[src/rtl/p2cba_pkg.sv]
// Shared types, constants and helper functions for the power-of-two class block allocator.
package p2cba_pkg;

    localparam int unsigned ARENA_MAX_BYTES = 65536;
    localparam int unsigned HEADER_BYTES    = 16;
    localparam int unsigned MIN_BLOCK_BYTES = 8;
    localparam int unsigned NUM_CLASSES     = 16;
    localparam int unsigned STORE_DEPTH     = 8192;

    localparam int SIZE_W         = 17;
    localparam int ADDR_W         = 16;
    localparam int CLASS_W        = 5;
    localparam int HEAD_IDX_W     = $clog2(NUM_CLASSES);
    localparam int STORE_IDX_W    = $clog2(STORE_DEPTH);
    localparam int STORED_CLASS_W = HEAD_IDX_W;
    localparam int STATUS_W       = 3;

    localparam logic KIND_ALLOC = 1'b0;
    localparam logic KIND_FREE  = 1'b1;

    localparam logic [STATUS_W-1:0] STATUS_OK           = 3'd0;
    localparam logic [STATUS_W-1:0] STATUS_ZERO_SIZE    = 3'd1;
    localparam logic [STATUS_W-1:0] STATUS_TOO_LARGE    = 3'd2;
    localparam logic [STATUS_W-1:0] STATUS_OUT_OF_ARENA = 3'd3;
    localparam logic [STATUS_W-1:0] STATUS_NULL_FREE    = 3'd4;

    typedef struct packed {
        logic              kind;
        logic [SIZE_W-1:0] request_size;
        logic [ADDR_W-1:0] block_address;
    } in_item_t;

    typedef struct packed {
        logic [ADDR_W-1:0]   granted_address;
        logic [STATUS_W-1:0] status;
        logic [SIZE_W-1:0]   bytes_left;
    } out_item_t;

    // Commands from the controller to the datapath.
    typedef struct packed {
        logic load_in;
        logic rd_en;
        logic wb_phase;
        logic commit;
        logic cfg_wr;
    } ctl_cmd_t;

    // Status from the datapath to the controller.
    typedef struct packed {
        logic needs_read;
    } dp_stat_t;

    // Smallest c with 2^c >= v; zero for v of zero or one.
    function automatic logic [CLASS_W-1:0] ceil_log2(input logic [SIZE_W-1:0] v);
        logic [SIZE_W-1:0]  m;
        logic [CLASS_W-1:0] r;
        m = v - SIZE_W'(1);
        r = '0;
        if (v > SIZE_W'(1)) begin
            for (int i = 0; i < SIZE_W; i++) begin
                if (m[i]) begin
                    r = CLASS_W'(i + 1);
                end
            end
        end
        return r;
    endfunction

    function automatic logic [STORE_IDX_W-1:0] store_idx(input logic [ADDR_W-1:0] a);
        return a[ADDR_W-1:ADDR_W-STORE_IDX_W];
    endfunction

endpackage

[src/rtl/p2cba_ctrl.sv]
// Controller state machine that sequences one allocator transaction at a time.
module p2cba_ctrl (
    input  logic                aclk,
    input  logic                aresetn,
    input  logic                s_valid,
    output logic                s_ready,
    input  logic                cfg_valid,
    output logic                cfg_ready,
    output logic                m_valid,
    input  logic                m_ready,
    input  p2cba_pkg::dp_stat_t stat,
    output p2cba_pkg::ctl_cmd_t cmd
);

    typedef enum logic [1:0] {
        ST_IDLE,
        ST_EXEC,
        ST_WB
    } state_t;

    state_t state_reg, state_next;
    logic   m_valid_reg, m_valid_next;
    logic   out_free;

    // A configuration write takes precedence over a waiting transaction.
    assign out_free  = !m_valid_reg || m_ready;
    assign s_ready   = (state_reg == ST_IDLE) && !cfg_valid;
    assign cfg_ready = (state_reg == ST_IDLE);
    assign m_valid   = m_valid_reg;

    always_comb begin
        cmd.load_in  = s_valid && s_ready;
        cmd.cfg_wr   = cfg_valid && (state_reg == ST_IDLE);
        cmd.wb_phase = (state_reg == ST_WB);
        cmd.rd_en    = (state_reg == ST_EXEC) && stat.needs_read;
        cmd.commit   = out_free && (((state_reg == ST_EXEC) && !stat.needs_read) ||
                                    (state_reg == ST_WB));
    end

    always_comb begin
        state_next = state_reg;
        unique case (state_reg)
            ST_IDLE: begin
                if (cmd.load_in) begin
                    state_next = ST_EXEC;
                end
            end
            ST_EXEC: begin
                if (stat.needs_read) begin
                    state_next = ST_WB;
                end else if (cmd.commit) begin
                    state_next = ST_IDLE;
                end
            end
            ST_WB: begin
                if (cmd.commit) begin
                    state_next = ST_IDLE;
                end
            end
            default: begin
                state_next = ST_IDLE;
            end
        endcase
    end

    always_comb begin
        if (cmd.commit) begin
            m_valid_next = 1'b1;
        end else if (m_ready) begin
            m_valid_next = 1'b0;
        end else begin
            m_valid_next = m_valid_reg;
        end
    end

    always_ff @(posedge aclk) begin
        if (!aresetn) begin
            state_reg   <= ST_IDLE;
            m_valid_reg <= 1'b0;
        end else begin
            state_reg   <= state_next;
            m_valid_reg <= m_valid_next;
        end
    end

`ifndef SYNTHESIS
    a_accept_to_exec: assert property (@(posedge aclk) disable iff (!aresetn)
        s_valid && s_ready |=> state_reg == ST_EXEC)
        else $error("accepted transaction did not enter execution");

    a_wb_after_read: assert property (@(posedge aclk) disable iff (!aresetn)
        state_reg == ST_WB |-> $past(cmd.rd_en) || $past(state_reg) == ST_WB)
        else $error("write-back phase entered without a memory read");

    a_commit_delivers: assert property (@(posedge aclk) disable iff (!aresetn)
        cmd.commit |=> m_valid_reg && state_reg == ST_IDLE)
        else $error("committed result not presented or controller not idle");

    a_no_overwrite: assert property (@(posedge aclk) disable iff (!aresetn)
        m_valid_reg && !m_ready |-> !cmd.commit)
        else $error("result register overwritten while still pending");
`endif

endmodule

[config.mk]
export PLATFORM = sky130hd
export DESIGN_NAME = p2cba_ctrl
export DESIGN_NICKNAME = d
export VERILOG_FILES = /design/src/rtl/p2cba_pkg.sv /design/src/rtl/p2cba_ctrl.sv
export SDC_FILE = /design/constraint.sdc
export NUM_CORES = 1
export LEC_CHECK = 0
export BUFFER_PORTS_ARGS = -buffer_cell sky130_fd_sc_hd__buf_2
export CORE_AREA = 2 2 39 41
export DETAILED_ROUTE_END_ITERATION = 7
export DIE_AREA = 0 0 41 43
export PLACE_DENSITY = 0.47
export SETUP_SLACK_MARGIN = 0.1
export SLEW_MARGIN = 20
export SYNTH_ARGS = -nofsm -noshare
export SYNTH_HDL_FRONTEND = slang
export SYNTH_SLANG_ARGS = --single-unit
[constraint.sdc]
create_clock -name aclk -period 4.65 [get_ports aclk]
set_input_delay 1.395 -clock aclk [delete_from_list [all_inputs] [get_ports aclk]]
set_output_delay 1.395 -clock aclk [all_outputs]
set_load 0.01 [all_outputs]
==> reports/metrics.csv, run 1 <==
stage;metric;value;unit
layout;fraction of layout cells with a size suffix above 1;0.4865;
detailed_routing;vias;225;
placed_design;DP HPWL;403.6;um
critical_path;arrival time at the worst endpoint;2.16;ns
power_and_ir_drop;total power per unit cell area;293.9;nW/um^2
clock_network;CTS Hold Bufs;0;
placed_design;GP Congestion;0.6508;
clock_network;H-tree levels;1;
sta;Final period util;0.7638;
layout;design area;295.3;um^2
logic_synthesis;Syn Nets;27;
sta;fmax;0.2816;GHz
detailed_routing;final WL;511;um
logic_synthesis;distinct cell type count after synthesis;16;
sta;Setup violations, final;0;
critical_path;CP startpoint kind;input pin;
worst_hold_path;Hold Path Class;reg -> reg;
worst_hold_path;Worst Hold Path Cells;2;
logic_synthesis;post-synth top area share;0.3137;
worst_hold_path;Min-Delay Startpoint;m_valid;
sta;hold slack;0.5380;ns
sta;relative slew slack;0.8361;
logic_synthesis;Synth area leaders;dfxtp_1, or3b_1, and4bb_2;
sta;crit path time final;3.552;ns
logic_synthesis;synth warn;0;
detailed_routing;Initial DRC Count;0;
floorplanning;die height;43;um
clock_network;setup bufs post-CTS;0;
grt;initial antenna violation count;0;
grt;Total Routing Usage GR;0.07723;
sta;Setup WS post-layout;1.098;ns
logic_synthesis;syn_area_per_cell;9.116;um^2
power_and_ir_drop;Peak VDD IR;0.1693;mV
critical_path;RR Endpoint;m_valid;
layout;most common cell after layout, fill and taps aside;buf_2;
sta;Slew Limit Fails;0;
clock_network;CTS Root Cell;clkbuf_4;
layout;max reg flops;2;
floorplanning;Die Area;1763;um^2
power_and_ir_drop;Static Leak;0.1464;nW
logic_synthesis;Seq cells post-synth;3;
detailed_routing;Vias/cell;4.245;
job;Max-Cap Viols;0;
critical_path;CP endpoint kind;output pin;
layout;fin nets;44;
grt;vias in the first global route;200;
logic_synthesis;area leader, netlist;dfxtp_1;
clock_network;Num CTS Buffers;3;
floorplanning;Die Span X;41;um
clock_network;TritonCTS clock tree;built;
critical_path;worst-path maximum fanout;3;
layout;Post-Layout Cell Count;53;
critical_path;reg-to-reg startpoint;state_reg[0];
sta;final hold vios;0;
worst_hold_path;hold endpoint;m_valid;
sta;RSZ-0062 raised after global routing;no;
floorplanning;Initial Util;0.1383;
placed_design;DP Area;269.0;um^2
critical_path;WP data required;3.25;ns
clock_network;clk sink count;3;
detailed_routing;first-pass iteration count of the detailed router;1;
logic_synthesis;sequential share of the synthesized area;0.3137;
placed_design;placed cells;49;
clock_network;clock-pin slew on the worst setup and hold paths;0.04;ns
layout;area grow syn2layout;54.25;%
clock_network;post_cts resized;0;
critical_path;Setup crit start;stat;
layout;most frequent cells in the layout;buf_2, clkbuf_4, dfxtp_1;
run_status;status;finished clean;
critical_path;worst reg-to-reg setup slack;3.57;ns
sta;Final Skew;0.005128;ns
detailed_routing;DRC;0;
floorplanning;Core Area;1384;um^2
detailed_routing;Detail Route Antenna Nets;0;
grt;grt total ovfl;0;
grt;first-pass GRT wire length;828;um
layout;n_diodes;0;
placed_design;Place WS;1.091;ns
critical_path;worst reg-to-reg path cell count;2;
logic_synthesis;Mapped Cells;21;
clock_network;Clock Latency Late Sink;0.24;ns
placed_design;PortBufs;13;
critical_path;Worst Setup Path Type;in -> out;
sta;worst-margin pin slew;0.2455;ns
detailed_routing;Wirelength per Cell;9.642;um
floorplanning;Ports;14;
clock_network;clock tree buffer depth;2;
sta;TNS Setup;0;ns
grt;largest net degree at the start of global routing;10;
logic_synthesis;Synth Cell Area;191.4;um^2
floorplanning;row count;14;
critical path: stages:
cell and delay, ns:
buf_2 0.11, or3b_1 0.36, a21boi_1 0.15, buf_2 0.14
cell families (layout without fill, tap and decap cells):
logic type / count (synthesis) / count (layout) / synth area share
simple gates: 11 / 11 / 0.4575
buf+inv: 3 / 19 / 0.07846
flops: 3 / 3 / 0.3137
compound gates: 4 / 4 / 0.1504
stage by stage:
step,power (mW),util
after detailed placement,0.04076,0.1944
after global placement,0.04076,0.1944
after global routing,0.09642,0.2134
after CTS,0.08866,0.2134
final,0.08678,0.2134
after floorplan,0.03471,-
where the power goes:
part | switching (mW) | internal, mW
combinational | 0.00561 | 0.00655
clock | 0.0144 | 0.0322
sequential | 0.00133 | 0.0267
total | 0.0213 | 0.0655
worst max path at each step:
stage	end	slack (ns)
floorplan	cmd[1]	1.24
global placement	cmd[1]	1.06
detailed placement	cmd[1]	1.09
CTS	cmd[1]	1.09
global route	cmd[1]	1.03
finish	cmd[1]	1.10
cell usage after synthesis:
cell and count:
a211oi_1 1, a21boi_1 1, a31oi_1 1, and2_1 1, and3b_2 1, and4bb_2 1, buf_4 1, dfxtp_1 3
inv_1 2, nand2b_1 2, nand4bb_1 1, nor2_1 1, nor3_1 1, nor4b_1 1, o21a_1 1, or3b_1 2
final cells by class:
class	count	area [um^2]
Clock buffer	4	26.28
Sequential cell	3	60.06
Tap cell	16	20.02
Multi-Input combinational cell	15	116.4
Timing Repair Buffer	13	65.06
Inverter	2	7.507
Fill cell	163	1089
metal layers:
| layer | share of wire | track usage | vias to the layer above |
|---|---|---|---|
| li1 | - | - | 111 |
| met5 | 0 | 0 | - |
| met4 | 0.027 | 0.06000 | 0 |
| met2 | 0.35 | 0.08125 | 17 |
| met3 | 0.15 | 0.08377 | 2 |
| met1 | 0.47 | 0.08333 | 95 |
No activity file was read; power rests on OpenSTA's default activity.
==> run 2: changes to the inputs <==
PLACE_DENSITY = 0.48   (was 0.47)
clock period = 3.05 ns   (was 4.65 ns; I/O delays follow)
==> run 2 against run 1 <==
Critical path depth did not move. Sequential share of layout area did not move. Non-clock buffer count did not move. Sequential power rose by 52%. Wire length fell by 7.4%. Largest power group unchanged.
==> reports/metrics.csv, run 2 (synthesis gave the netlist of run 1 again) <==
stage;metric;value;unit;change
sta;fmax;0.3845;GHz;
floorplanning;Initial Util;0.1383;;unchanged
layout;max reg flops;2;;unchanged
detailed_routing;vias;213;;-5.3%
critical_path;arrival time at the worst endpoint;1.69;ns;-0.47 ns
power_and_ir_drop;Static Leak;0.1464;nW;unchanged
placed_design;DP Area;269.0;um^2;unchanged
sta;relative slew slack;0.8398;;+0.003642
placed_design;Place WS;0.4519;ns;-0.6390 ns
grt;Total Routing Usage GR;0.06921;;-0.008024
critical_path;CP startpoint kind;input pin;;
power_and_ir_drop;Pint;0.09985;mW;+52%
grt;largest net degree at the start of global routing;10;;unchanged
grt;first-pass GRT wire length;745;um;-10%
clock_network;Num CTS Buffers;3;;unchanged
critical_path;RR Endpoint;m_valid;;
clock_network;TritonCTS clock tree;built;;
grt;initial antenna violation count;0;;unchanged
power_and_ir_drop;Switching Fraction;0.2458;;+0.0003791
layout;# fillers;156;;-4.3%
sta;crit path time final;2.601;ns;
floorplanning;Ports;14;;unchanged
detailed_routing;first-pass iteration count of the detailed router;4;;+3
clock_network;H-tree levels;1;;unchanged
placed_design;placed cells;49;;unchanged
critical_path;reg-to-reg startpoint;state_reg[0];;
power_and_ir_drop;combinational share of power;0.140;;about the same
clock_network;setup bufs post-CTS;0;;unchanged
layout;n_diodes;0;;unchanged
detailed_routing;Vias/cell;4.019;;-5.3%
clock_network;clock-pin slew on the worst setup and hold paths;0.04;ns;about the same
layout;fin nets;44;;unchanged
power_and_ir_drop;Peak VDD IR;0.2260;mV;+33%
sta;TNS Setup;0;ns;unchanged
layout;area grow syn2layout;54.25;%;unchanged
layout;Post-Layout Cell Count;53;;unchanged
sta;RSZ-0062 raised after global routing;no;;
layout;fin util;0.2134;;unchanged
floorplanning;Die Area;1763;um^2;unchanged
layout;design area;295.3;um^2;unchanged
layout;most frequent cells in the layout;buf_2, clkbuf_4, dfxtp_1;;
critical_path;crit path capture;cmd[1];;
job;Max-Cap Viols;0;;unchanged
sta;Slew Limit Fails;0;;unchanged
layout;area of the multi-input gates;116.4;um^2;unchanged
run_status;status;finished clean;;
placed_design;DP HPWL;369.8;um;-8.4%
floorplanning;Die Span X;41;um;unchanged
critical_path;WP data required;2.13;ns;-1.12 ns
grt;grt total ovfl;0;;unchanged
clock_network;CTS Root Cell;clkbuf_4;;
worst_hold_path;Hold Path Class;reg -> reg;;
critical_path;worst reg-to-reg path cell count;2;;unchanged
sta;Setup WS post-layout;0.4494;ns;-0.6488 ns
detailed_routing;final WL;473;um;-7.4%
layout;fraction of layout cells with a size suffix above 1;0.4865;;unchanged
critical_path;Setup crit start;stat;;
floorplanning;row count;14;;unchanged
sta;worst-margin pin slew;0.2400;ns;-0.005455 ns
placed_design;PortBufs;13;;unchanged
critical_path;worst reg-to-reg setup slack;1.98;ns;-1.59 ns
detailed_routing;Initial DRC Count;5;;+5
sta;Final Skew;0.003769;ns;-0.001359 ns
clock_network;CTS Hold Bufs;0;;unchanged
detailed_routing;DRC;0;;unchanged
power_and_ir_drop;Net Switching;0.03254;mW;+53%
sta;final hold vios;0;;unchanged
critical_path;worst-path maximum fanout;3;;unchanged
placed_design;GP Congestion;0.6393;;-1.8%
detailed_routing;Wirelength per Cell;8.925;um;-7.4%
detailed_routing;Detail Route Antenna Nets;0;;unchanged
sta;Setup violations, final;0;;unchanged
grt;vias in the first global route;180;;-10%
floorplanning;die height;43;um;unchanged
layout;most common cell after layout, fill and taps aside;buf_2;;
clock_network;clk sink count;3;;unchanged
critical_path;CP endpoint kind;output pin;;
power_and_ir_drop;Reg power frac;0.322;;about the same
power_and_ir_drop;total power;0.1324;mW;+53%
layout;Register Area;60.06;um^2;unchanged
sta;hold slack;0.5170;ns;-0.02100 ns
clock_network;Clock Latency Late Sink;0.24;ns;about the same
clock_network;clock tree buffer depth;2;;unchanged
floorplanning;Core Area;1384;um^2;unchanged
critical_path;Worst Setup Path Type;in -> out;;
power_and_ir_drop;clock network power share;0.538;;about the same
power_and_ir_drop;total power per unit cell area;448.4;nW/um^2;+53%
clock_network;post_cts resized;0;;unchanged
sta;Final period util;0.8526;;
-- run 2: how the worst min path moves through the flow --
stage	startpoint	to	slack [ns]	cells after the start
6_report	m_valid	m_valid	0.52	2
5_1_grt	m_valid	state_reg[0]	0.58	2
4_1_cts	m_valid	m_valid	0.53	2
3_5_place_dp	m_valid	m_valid	0.52	2
3_3_place_gp	m_valid	m_valid	0.52	2
2_1_floorplan	state_reg[1]	state_reg[0]	0.50	1
-- run 2: worst max-delay path, cell delays in order --
cell,delay (ns)
buf_2,0.11
or3b_1,0.37
a21boi_1,0.15
buf_2,0.14
-- run 2: power groups by stage --
stage	clock network (mW)	logic, mW	registers [mW]
after floorplan	0	0.00993	0.0430
after global placement	0	0.0186	0.0433
after detailed placement	0	0.0187	0.0433
after CTS	0.0740	0.0188	0.0426
after global routing	0.0828	0.0206	0.0429
final	0.0712	0.0186	0.0426
-- run 2: cell type report --
class,count,area share
multi-input cells,15,0.3941
flip-flops and latches,3,0.2034
repair buffers,13,0.2203
inverters,2,0.02542
clock buffers,4,0.08898
well taps,16,0.06780
-- run 2: layer usage --
metal | track usage | up-vias | part of all wire
met4 | 0.04000 | 0 | 0
met5 | 0 | - | 0
li1 | - | 109 | -
met1 | 0.09936 | 86 | 0.52
met2 | 0.05313 | 18 | 0.32
met3 | 0.07853 | 0 | 0.16
